<file path="config.mk">
export PLATFORM = sky130hd
export DESIGN_NAME = red_drop_decider_top
export DESIGN_NICKNAME = d
export VERILOG_FILES = /design/src/hdl/rdd_pkg.sv /design/src/hdl/rdd_cfg.sv /design/src/hdl/rdd_interp.sv /design/src/hdl/red_drop_decider_top.sv
export VERILOG_INCLUDE_DIRS = /design/src /design/src/hdl
export SDC_FILE = /design/constraint.sdc
export NUM_CORES = 1
export LEC_CHECK = 0
export ABC_AREA = 1
export BUFFER_PORTS_ARGS = -buffer_cell sky130_fd_sc_hd__buf_2
export CAP_MARGIN = 20
export CORE_ASPECT_RATIO = 0.6
export CORE_UTILIZATION = 65
export CTS_CLUSTER_DIAMETER = 80
export DETAILED_ROUTE_END_ITERATION = 10
export PLACE_DENSITY = 0.91
export SLEW_MARGIN = 20
export SYNTH_ARGS = -nofsm -noshare
export SYNTH_HDL_FRONTEND = slang
export SYNTH_SLANG_ARGS = --single-unit
</file>
<file path="constraint.sdc">
create_clock -name i_clk -period 13.4 [get_ports i_clk]
set_input_delay 0.67 -clock i_clk [delete_from_list [all_inputs] [get_ports i_clk]]
set_output_delay 0.67 -clock i_clk [all_outputs]
set_load 0.01 [all_outputs]
</file>
<file path="src/hdl/red_drop_decider_top_macros.svh">
// assertion helpers, sampled on i_clk and off while in reset
`ifndef RED_DROP_DECIDER_TOP_MACROS_SVH
`define RED_DROP_DECIDER_TOP_MACROS_SVH

// condition holds at every edge out of reset
`define RDD_ASSERT_ALWAYS(label, cond, msg) \
    label: assert property (@(posedge i_clk) disable iff (!i_rst_n) (cond)) else $error(msg);

// antecedent implies consequent in the same cycle
`define RDD_ASSERT_IMPL(label, ante, cons, msg) \
    label: assert property (@(posedge i_clk) disable iff (!i_rst_n) (ante) |-> (cons)) \
        else $error(msg);

`endif

</file>
<file path="src/hdl/rdd_pkg.sv">
package rdd_pkg;

    localparam int QUEUE_LEN_BITS_DEF = 16;
    localparam int PROB_FRAC_BITS_DEF = 16;

    localparam int TAG_W     = 16;
    localparam int CNT_W     = 32;
    localparam int CFG_IDX_W = 2;

    typedef logic [CFG_IDX_W-1:0] t_cfg_idx;
    typedef logic [TAG_W-1:0]     t_tag;
    typedef logic [CNT_W-1:0]     t_drop_cnt;

    localparam t_cfg_idx CFG_MIN_THRESHOLD = 2'd0;
    localparam t_cfg_idx CFG_MAX_THRESHOLD = 2'd1;
    localparam t_cfg_idx CFG_PROB_AT_MIN   = 2'd2;
    localparam t_cfg_idx CFG_PROB_AT_MAX   = 2'd3;

endpackage

</file>
<file path="src/hdl/rdd_cfg.sv">
module rdd_cfg
    import rdd_pkg::*;
#(
    parameter int QUEUE_LEN_BITS = QUEUE_LEN_BITS_DEF,
    parameter int PROB_FRAC_BITS = PROB_FRAC_BITS_DEF
) (
    input  logic                                  i_clk,
    input  logic                                  i_rst_n,
    input  logic                                  i_cfg_we,
    input  t_cfg_idx                              i_cfg_idx,
    input  logic [((QUEUE_LEN_BITS > PROB_FRAC_BITS + 1) ?
                   QUEUE_LEN_BITS : PROB_FRAC_BITS + 1)-1:0] i_cfg_data,
    output logic [QUEUE_LEN_BITS-1:0]             o_min_threshold,
    output logic [QUEUE_LEN_BITS-1:0]             o_max_threshold,
    output logic [PROB_FRAC_BITS:0]               o_prob_at_min,
    output logic [PROB_FRAC_BITS:0]               o_prob_at_max
);

    localparam logic [PROB_FRAC_BITS:0] P_ONE = {1'b1, {PROB_FRAC_BITS{1'b0}}};

    logic [QUEUE_LEN_BITS-1:0] r_min_thr, n_min_thr;
    logic [QUEUE_LEN_BITS-1:0] r_max_thr, n_max_thr;
    logic [PROB_FRAC_BITS:0]   r_pam, n_pam;
    logic [PROB_FRAC_BITS:0]   r_pax, n_pax;
    logic [PROB_FRAC_BITS:0]   prob_in;
    logic [PROB_FRAC_BITS:0]   prob_sat;

    // probabilities above one clamp to one
    assign prob_in  = i_cfg_data[PROB_FRAC_BITS:0];
    assign prob_sat = (prob_in > P_ONE) ? P_ONE : prob_in;

    always_comb begin
        n_min_thr = r_min_thr;
        n_max_thr = r_max_thr;
        n_pam     = r_pam;
        n_pax     = r_pax;
        if (i_cfg_we) begin
            case (i_cfg_idx)
                CFG_MIN_THRESHOLD: n_min_thr = i_cfg_data[QUEUE_LEN_BITS-1:0];
                CFG_MAX_THRESHOLD: n_max_thr = i_cfg_data[QUEUE_LEN_BITS-1:0];
                CFG_PROB_AT_MIN:   n_pam     = prob_sat;
                CFG_PROB_AT_MAX:   n_pax     = prob_sat;
                default: begin
                end
            endcase
        end
    end

    always_ff @(posedge i_clk) begin
        if (!i_rst_n) begin
            r_min_thr <= '0;
            r_max_thr <= '1;
            r_pam     <= '0;
            r_pax     <= P_ONE;
        end else begin
            r_min_thr <= n_min_thr;
            r_max_thr <= n_max_thr;
            r_pam     <= n_pam;
            r_pax     <= n_pax;
        end
    end

    assign o_min_threshold = r_min_thr;
    assign o_max_threshold = r_max_thr;
    assign o_prob_at_min   = r_pam;
    assign o_prob_at_max   = r_pax;

endmodule

</file>
<file path="src/hdl/rdd_interp.sv">
`include "red_drop_decider_top_macros.svh"

module rdd_interp
    import rdd_pkg::*;
#(
    parameter int QUEUE_LEN_BITS = QUEUE_LEN_BITS_DEF,
    parameter int PROB_FRAC_BITS = PROB_FRAC_BITS_DEF
) (
    input  logic                      i_clk,
    input  logic                      i_rst_n,
    input  logic                      i_start,
    input  logic [PROB_FRAC_BITS:0]   i_base,
    input  logic [PROB_FRAC_BITS:0]   i_mag,
    input  logic                      i_neg,
    input  logic [QUEUE_LEN_BITS-1:0] i_off,
    input  logic [QUEUE_LEN_BITS-1:0] i_span,
    output logic                      o_busy,
    output logic                      o_done,
    output logic [PROB_FRAC_BITS:0]   o_result
);

    // one quotient digit per cycle, multiplier bits taken msb first
    localparam int CW = $clog2(PROB_FRAC_BITS + 1);
    localparam int XW = QUEUE_LEN_BITS + 2;

    logic                      r_busy, n_busy;
    logic                      r_done, n_done;
    logic [CW-1:0]             r_cnt, n_cnt;
    logic [PROB_FRAC_BITS:0]   r_mag, n_mag;
    logic [PROB_FRAC_BITS:0]   r_base, n_base;
    logic                      r_neg, n_neg;
    logic [QUEUE_LEN_BITS-1:0] r_off, n_off;
    logic [QUEUE_LEN_BITS-1:0] r_span, n_span;
    logic [QUEUE_LEN_BITS-1:0] r_rem, n_rem;
    logic [PROB_FRAC_BITS:0]   r_quo, n_quo;

    logic [XW-1:0]             x;
    logic [XW-1:0]             span1;
    logic [XW-1:0]             span2;
    logic [XW-1:0]             x_left;
    logic [1:0]                digit;
    logic [PROB_FRAC_BITS+1:0] sum;

    assign span1 = {2'b00, r_span};
    assign span2 = {1'b0, r_span, 1'b0};
    assign x     = {1'b0, r_rem, 1'b0} + (r_mag[r_cnt] ? {2'b00, r_off} : '0);

    // x stays below three times the span, so the digit is 0, 1 or 2
    always_comb begin
        if (x >= span2) begin
            digit  = 2'd2;
            x_left = x - span2;
        end else if (x >= span1) begin
            digit  = 2'd1;
            x_left = x - span1;
        end else begin
            digit  = 2'd0;
            x_left = x;
        end
    end

    always_comb begin
        n_busy = r_busy;
        n_done = 1'b0;
        n_cnt  = r_cnt;
        n_mag  = r_mag;
        n_base = r_base;
        n_neg  = r_neg;
        n_off  = r_off;
        n_span = r_span;
        n_rem  = r_rem;
        n_quo  = r_quo;
        if (i_start && !r_busy) begin
            n_busy = 1'b1;
            n_cnt  = CW'(PROB_FRAC_BITS);
            n_mag  = i_mag;
            n_base = i_base;
            n_neg  = i_neg;
            n_off  = i_off;
            n_span = i_span;
            n_rem  = '0;
            n_quo  = '0;
        end else if (r_busy) begin
            n_rem = x_left[QUEUE_LEN_BITS-1:0];
            n_quo = {r_quo[PROB_FRAC_BITS-1:0], 1'b0} +
                    {{(PROB_FRAC_BITS-1){1'b0}}, digit};
            if (r_cnt == '0) begin
                n_busy = 1'b0;
                n_done = 1'b1;
            end else begin
                n_cnt = r_cnt - 1'b1;
            end
        end
    end

    always_ff @(posedge i_clk) begin
        if (!i_rst_n) begin
            r_busy <= 1'b0;
            r_done <= 1'b0;
        end else begin
            r_busy <= n_busy;
            r_done <= n_done;
        end
        r_cnt  <= n_cnt;
        r_mag  <= n_mag;
        r_base <= n_base;
        r_neg  <= n_neg;
        r_off  <= n_off;
        r_span <= n_span;
        r_rem  <= n_rem;
        r_quo  <= n_quo;
    end

    // sign and magnitude, so a falling slope truncates toward zero
    assign sum = r_neg ? ({1'b0, r_base} - {1'b0, r_quo})
                       : ({1'b0, r_base} + {1'b0, r_quo});

    assign o_busy   = r_busy;
    assign o_done   = r_done;
    assign o_result = sum[PROB_FRAC_BITS:0];

    `RDD_ASSERT_IMPL(a_rem_below_span, r_busy, r_rem < r_span, "remainder not below span")
    `RDD_ASSERT_IMPL(a_quo_bounded, r_done, r_quo <= r_mag, "quotient above slope magnitude")
    `RDD_ASSERT_IMPL(a_start_idle, i_start, !r_busy, "start while busy")

endmodule

</file>
<file path="src/hdl/red_drop_decider_top.sv">
// random early detection drop decider
// input channel (i_valid / o_ready) carries two kinds of item, picked by i_func:
//   queue report (i_func = 1): updates the stored drop probability, no result
//   packet (i_func = 0): compares i_coin with the probability, one result
// output channel (o_valid / i_ready) carries verdict, tag and drop count
// configuration: i_cfg_we writes register i_cfg_idx with i_cfg_data, no wait;
//   0 min threshold, 1 max threshold, 2 prob at min, 3 prob at max
// packet: result is shown the cycle after its transfer, one packet per cycle
//   while the receiver keeps up and no queue report is being interpolated
// queue report between the thresholds: the stored probability is computed by
//   the divide unit, producing one quotient digit a cycle, and no item is taken
//   meanwhile; other reports update it in the cycle after their transfer
// receiver stall: one result is held in the output register; further packets
//   wait, queue reports still go through
// reset: thresholds 0 and all ones, probabilities 0 and one, stored
//   probability and drop count zero, no result pending
`include "red_drop_decider_top_macros.svh"

module red_drop_decider_top
    import rdd_pkg::*;
#(
    parameter int QUEUE_LEN_BITS = QUEUE_LEN_BITS_DEF,
    parameter int PROB_FRAC_BITS = PROB_FRAC_BITS_DEF
) (
    input  logic                      i_clk,
    input  logic                      i_rst_n,
    input  logic                      i_valid,
    output logic                      o_ready,
    input  logic                      i_func,
    input  logic [QUEUE_LEN_BITS-1:0] i_queue_length,
    input  logic [PROB_FRAC_BITS-1:0] i_coin,
    input  t_tag                      i_packet_tag,
    output logic                      o_valid,
    input  logic                      i_ready,
    output logic                      o_verdict,
    output t_tag                      o_out_tag,
    output t_drop_cnt                 o_total_drops,
    input  logic                      i_cfg_we,
    input  t_cfg_idx                  i_cfg_idx,
    input  logic [((QUEUE_LEN_BITS > PROB_FRAC_BITS + 1) ?
                   QUEUE_LEN_BITS : PROB_FRAC_BITS + 1)-1:0] i_cfg_data
);

    localparam logic [PROB_FRAC_BITS:0] P_ONE = {1'b1, {PROB_FRAC_BITS{1'b0}}};
    localparam logic S_IDLE = 1'b0;
    localparam logic S_CALC = 1'b1;

    logic [QUEUE_LEN_BITS-1:0] min_thr;
    logic [QUEUE_LEN_BITS-1:0] max_thr;
    logic [PROB_FRAC_BITS:0]   pam;
    logic [PROB_FRAC_BITS:0]   pax;

    logic                      r_state, n_state;
    logic [PROB_FRAC_BITS:0]   r_prob, n_prob;
    t_drop_cnt                 r_drops, n_drops;
    logic                      r_o_valid, n_o_valid;
    logic                      r_verdict, n_verdict;
    t_tag                      r_tag, n_tag;

    logic                      out_free;
    logic                      in_xfer;
    logic                      drop;
    logic                      interp;
    logic [PROB_FRAC_BITS:0]   p_direct;
    logic                      slope_neg;
    logic [PROB_FRAC_BITS:0]   slope_mag;
    logic [QUEUE_LEN_BITS-1:0] off;
    logic [QUEUE_LEN_BITS-1:0] span;
    logic                      start;
    logic                      calc_busy;
    logic                      calc_done;
    logic [PROB_FRAC_BITS:0]   calc_result;

    rdd_cfg #(
        .QUEUE_LEN_BITS(QUEUE_LEN_BITS),
        .PROB_FRAC_BITS(PROB_FRAC_BITS)
    ) u_cfg (
        .i_clk          (i_clk),
        .i_rst_n        (i_rst_n),
        .i_cfg_we       (i_cfg_we),
        .i_cfg_idx      (i_cfg_idx),
        .i_cfg_data     (i_cfg_data),
        .o_min_threshold(min_thr),
        .o_max_threshold(max_thr),
        .o_prob_at_min  (pam),
        .o_prob_at_max  (pax)
    );

    rdd_interp #(
        .QUEUE_LEN_BITS(QUEUE_LEN_BITS),
        .PROB_FRAC_BITS(PROB_FRAC_BITS)
    ) u_interp (
        .i_clk   (i_clk),
        .i_rst_n (i_rst_n),
        .i_start (start),
        .i_base  (pam),
        .i_mag   (slope_mag),
        .i_neg   (slope_neg),
        .i_off   (off),
        .i_span  (span),
        .o_busy  (calc_busy),
        .o_done  (calc_done),
        .o_result(calc_result)
    );

    assign out_free = !r_o_valid || i_ready;
    assign o_ready  = (r_state == S_IDLE) && (i_func || out_free);
    assign in_xfer  = i_valid && o_ready;

    // threshold tests, the later test wins
    always_comb begin
        p_direct = r_prob;
        if (i_queue_length < min_thr) begin
            p_direct = '0;
        end
        if (i_queue_length == min_thr) begin
            p_direct = pam;
        end
        if (i_queue_length == max_thr) begin
            p_direct = pax;
        end
        if (i_queue_length > max_thr) begin
            p_direct = P_ONE;
        end
    end

    assign interp    = (i_queue_length > min_thr) && (i_queue_length < max_thr);
    assign slope_neg = pax < pam;
    assign slope_mag = slope_neg ? (pam - pax) : (pax - pam);
    assign off       = i_queue_length - min_thr;
    assign span      = max_thr - min_thr;
    assign start     = in_xfer && i_func && interp;

    assign drop = {1'b0, i_coin} <= r_prob;

    always_comb begin
        n_state   = r_state;
        n_prob    = r_prob;
        n_drops   = r_drops;
        n_o_valid = r_o_valid && !i_ready;
        n_verdict = r_verdict;
        n_tag     = r_tag;
        case (r_state)
            S_IDLE: begin
                if (in_xfer) begin
                    if (i_func) begin
                        if (interp) begin
                            n_state = S_CALC;
                        end else begin
                            n_prob = p_direct;
                        end
                    end else begin
                        if (drop && (r_drops != '1)) begin
                            n_drops = r_drops + 1'b1;
                        end
                        n_o_valid = 1'b1;
                        n_verdict = drop;
                        n_tag     = i_packet_tag;
                    end
                end
            end
            S_CALC: begin
                if (calc_done) begin
                    n_prob  = calc_result;
                    n_state = S_IDLE;
                end
            end
            default: begin
                n_state = S_IDLE;
            end
        endcase
    end

    always_ff @(posedge i_clk) begin
        if (!i_rst_n) begin
            r_state   <= S_IDLE;
            r_prob    <= '0;
            r_drops   <= '0;
            r_o_valid <= 1'b0;
        end else begin
            r_state   <= n_state;
            r_prob    <= n_prob;
            r_drops   <= n_drops;
            r_o_valid <= n_o_valid;
        end
        r_verdict <= n_verdict;
        r_tag     <= n_tag;
    end

    assign o_valid       = r_o_valid;
    assign o_verdict     = r_verdict;
    assign o_out_tag     = r_tag;
    assign o_total_drops = r_drops;

    `RDD_ASSERT_ALWAYS(a_prob_le_one, r_prob <= P_ONE, "stored probability above one")
    `RDD_ASSERT_IMPL(a_calc_in_progress, (r_state == S_CALC) && !calc_done, calc_busy,
        "waiting on an idle divide unit")
    `RDD_ASSERT_IMPL(a_done_only_in_calc, calc_done, r_state == S_CALC,
        "divide result with no report pending")

endmodule

</file>
==> qor.csv <==
metric,value,unit
period utilization,49.97,%
Highest Clock Rate,149.3,MHz
Worst-Skew Late Latency,570,ps
synthesis-stage register bit count,241,
Hold Crit Depth,1,
status,"complete, no violations",
crit path kind,reg2reg,
vias in the first global route,15570,
multiplexer share of the synthesized area,0.1699,%
Mapped Cells,2429,
vias per cell,6.115,
Final Hold Fails,0,
Hold/Removal Path Class,in2reg,
slew at the pin closest to its max-slew limit,1083,ps
Initial Utilization,66.60,%
largest family of logic cells by synthesized area,simple AND/OR/NAND/NOR gates,
critical path's largest stage delay,530,ps
CTS root buffer,clkbuf_16,
"Reg clk slew, reported paths",70,ps
simple-gate share of the synthesized area,22.62,%
post-DR wirelength/cell,19.37,um
# resized after CTS,0,
DR pass1 iterations,7,
CP Max Fanout,21,
GRT Util Overall,39.39,%
final clock skew,33.32,ps
Synth Area in Compound Gates,17.61,%
layout cells sized above 1,9.105,%
arrival time worst endpoint,7130,ps
Post-synth EDFFs,84,
initial DRC count,2257,
Syn Nets,2674,
Ant. Diodes,0,
Die ar.,27870,um2
worst reg2reg path depth,38,
Post-CTS Hold Buffers,0,
number of H-tree levels,1,
Die Width,214.9,um
clock tree buffer depth,3,
Area Overhead vs Synth,9.367,%
area of the multi-input gates,10470,um2
syn_area_per_cell,7.275,um2
ys async rst share,0,%
# DRC,0,
"commonest non-fill, non-tap cell in the layout",nand2_1,
CP max-delay cell,dfxtp_1,
routability congestion estimate,1.043,
Pwr per Cell Area,200.6,nW/um2
yosys warns,0,
first-pass GRT wire length,85980,um
Core ar.,26530,um2
most frequent CP cell,nand2_1,
final non-filler cell total,2897,
Post-Place Cells,2852,
Synth Area in Adders,12.52,%
net count of the finished layout,2764,
Core Rows,46,
IO Port Bufs,123,
RSZ-0062 raised after global routing,false,
Worst Setup End Kind,flip-flop,
FILL cells,2125,
final number of setup-violating endpoints,0,
Setup Buffers After CTS,0,
CP Data Required Time,13830,ps
Vias,17720,
global-route congestion overflow total,0,
Die Y,129.7,um
Max VDD drop,0.1243,mV
Pleak,8.998,nW
most frequent cells in the layout,"533 x nand2_1, 305 x inv_1, 251 x a21oi_1",
hpwl dp,43290,um
sequential share of the synthesized area,32.06,%
max-cap viol count,0,
Slew headroom,27.15,%
area share of xor/xnor cells in the synthesized design,6.245,%
r2r setup slk,6700,ps
final wirelength,56120,um
top_reg_cell synth,dfxtp_1,
largest net degree at the start of global routing,87,
TritonCTS clock tree,built,
setup TNS,0,ps
pins over their slew limit,0,
boundary pin count,124,
Post-Syn Area,17670,um2
fin crit period,6696,ps
"antenna viol nets, final",0,
number of CTS-inserted buffers,24,
Yosys cell types,60,
TritonCTS Sinks,241,
register area,5665,um2
initial antenna violation count,0,
Critical Path Start Type,flip-flop,
-- synthesized netlist by cell type, types with 9 or more instances --
cell type | n | share of area, %
a21o_1 | 14 | 0.59
a21oi_1 | 251 | 7.1
buf_2 | 9 | 0.25
clkbuf_1 | 39 | 0.83
dfxtp_1 | 157 | 18
edfxtp_1 | 84 | 14
ha_1 | 164 | 12
inv_1 | 306 | 6.5
inv_2 | 10 | 0.21
nand2_1 | 533 | 11
nand2_2 | 11 | 0.39
nand3_1 | 82 | 2.3
nand4_1 | 22 | 0.78
nor2_1 | 206 | 4.4
nor3_1 | 36 | 1.0
nor4_1 | 20 | 0.71
o2111ai_1 | 17 | 0.84
o211ai_1 | 24 | 1.0
o21ai_0 | 173 | 4.9
o21ai_1 | 16 | 0.45
o21bai_1 | 9 | 0.38
o31ai_1 | 16 | 0.68
xnor2_1 | 29 | 1.4
xor2_1 | 97 | 4.8
-- path summary, 6_finish.rpt --
path | from | end
setup / recovery | u_interp.r_cnt[0] | u_interp.r_quo[15]
hold / removal | i_packet_tag[8] | o_out_tag[8]
setup reg to reg | u_interp.r_cnt[0] | u_interp.r_quo[15]
hold reg to reg | u_interp.r_rem[0] | u_interp.r_rem[0]
-- registers in the layout, summed over array words and instances, names as in the netlist --
| name | count |
|---|---|
| o_total_drops | 32 |
| u_interp.r_base | 17 |
| o_valid | 1 |
| r_state | 1 |
| u_cfg.o_prob_at_min | 17 |
| u_interp.o_done | 1 |
| o_out_tag | 16 |
| u_interp.r_off | 16 |
| u_interp.o_busy | 1 |
| u_cfg.o_prob_at_max | 17 |
| u_interp.r_quo | 17 |
| u_cfg.o_max_threshold | 16 |
| u_cfg.o_min_threshold | 16 |
| o_verdict | 1 |
| u_interp.r_cnt | 5 |
| u_interp.r_mag | 17 |
| u_interp.r_span | 16 |
| r_prob | 17 |
| u_interp.r_rem | 16 |
| u_interp.r_neg | 1 |
-- layout make-up --
cell class                 instances  area share [%]
clock buffer                      30           3.276
clock inverter                    14           1.068
sequential                       241           29.32
timing repair buffer             132           3.626
inverter                         319           6.209
multi-input combinational       1801           54.18
tap                              360           2.331
-- per-stage QoR --
stage                     cell area [um2]  setup slack [ps]  power [mW]  hold WS [ps]  util (%)
final                               19330              6704       3.877         275.9     72.84
after global routing                19330              6164       4.126         279.6     72.84
after CTS                           19300              6843       3.792         270.6     72.74
after detailed placement            18460              6882       3.056         472.0     69.58
after global placement              18460              7197       3.013         463.3     69.58
after floorplan                     17670              7810       2.558         424.9         -
-- critical path: cells and delay by family (launching register included) --
| family | cells | cell delay [ps] |
|---|---|---|
| flops | 1 | 530 |
| fa+ha+maj | 5 | 1450 |
| xor+xnor | 1 | 190 |
| compound gates | 3 | 530 |
| buf+inv | 4 | 780 |
| simple gates | 25 | 3070 |
-- metal layers --
metal	GRT usage, %	up-vias	routed length (um)
met5	2.000	-	80
met1	60.71	8234	25430
met3	13.17	93	8569
li1	-	8292	-
met4	7.395	2	915
met2	52.20	1094	21120
-- report_power, final --
part	internal [mW]	switching, mW	leakage [nW]
combinational	0.750	1.49	6.56
sequential	0.843	0.0651	2.05
clock	0.417	0.315	0.392
total	2.01	1.87	9.00
-- kinds of logic (layout without fill, tap and decap cells) --
logic type | after synthesis | after routing
AO/OA/AOI/OAI | 555 | 555
XOR/XNOR | 126 | 126
flip-flops | 241 | 241
multiplexers | 3 | 3
buffers and inverters | 387 | 495
adder cells (fa/ha/maj) | 172 | 172
AND/OR/NAND/NOR | 945 | 945
Power figures use the tool's default switching activity.
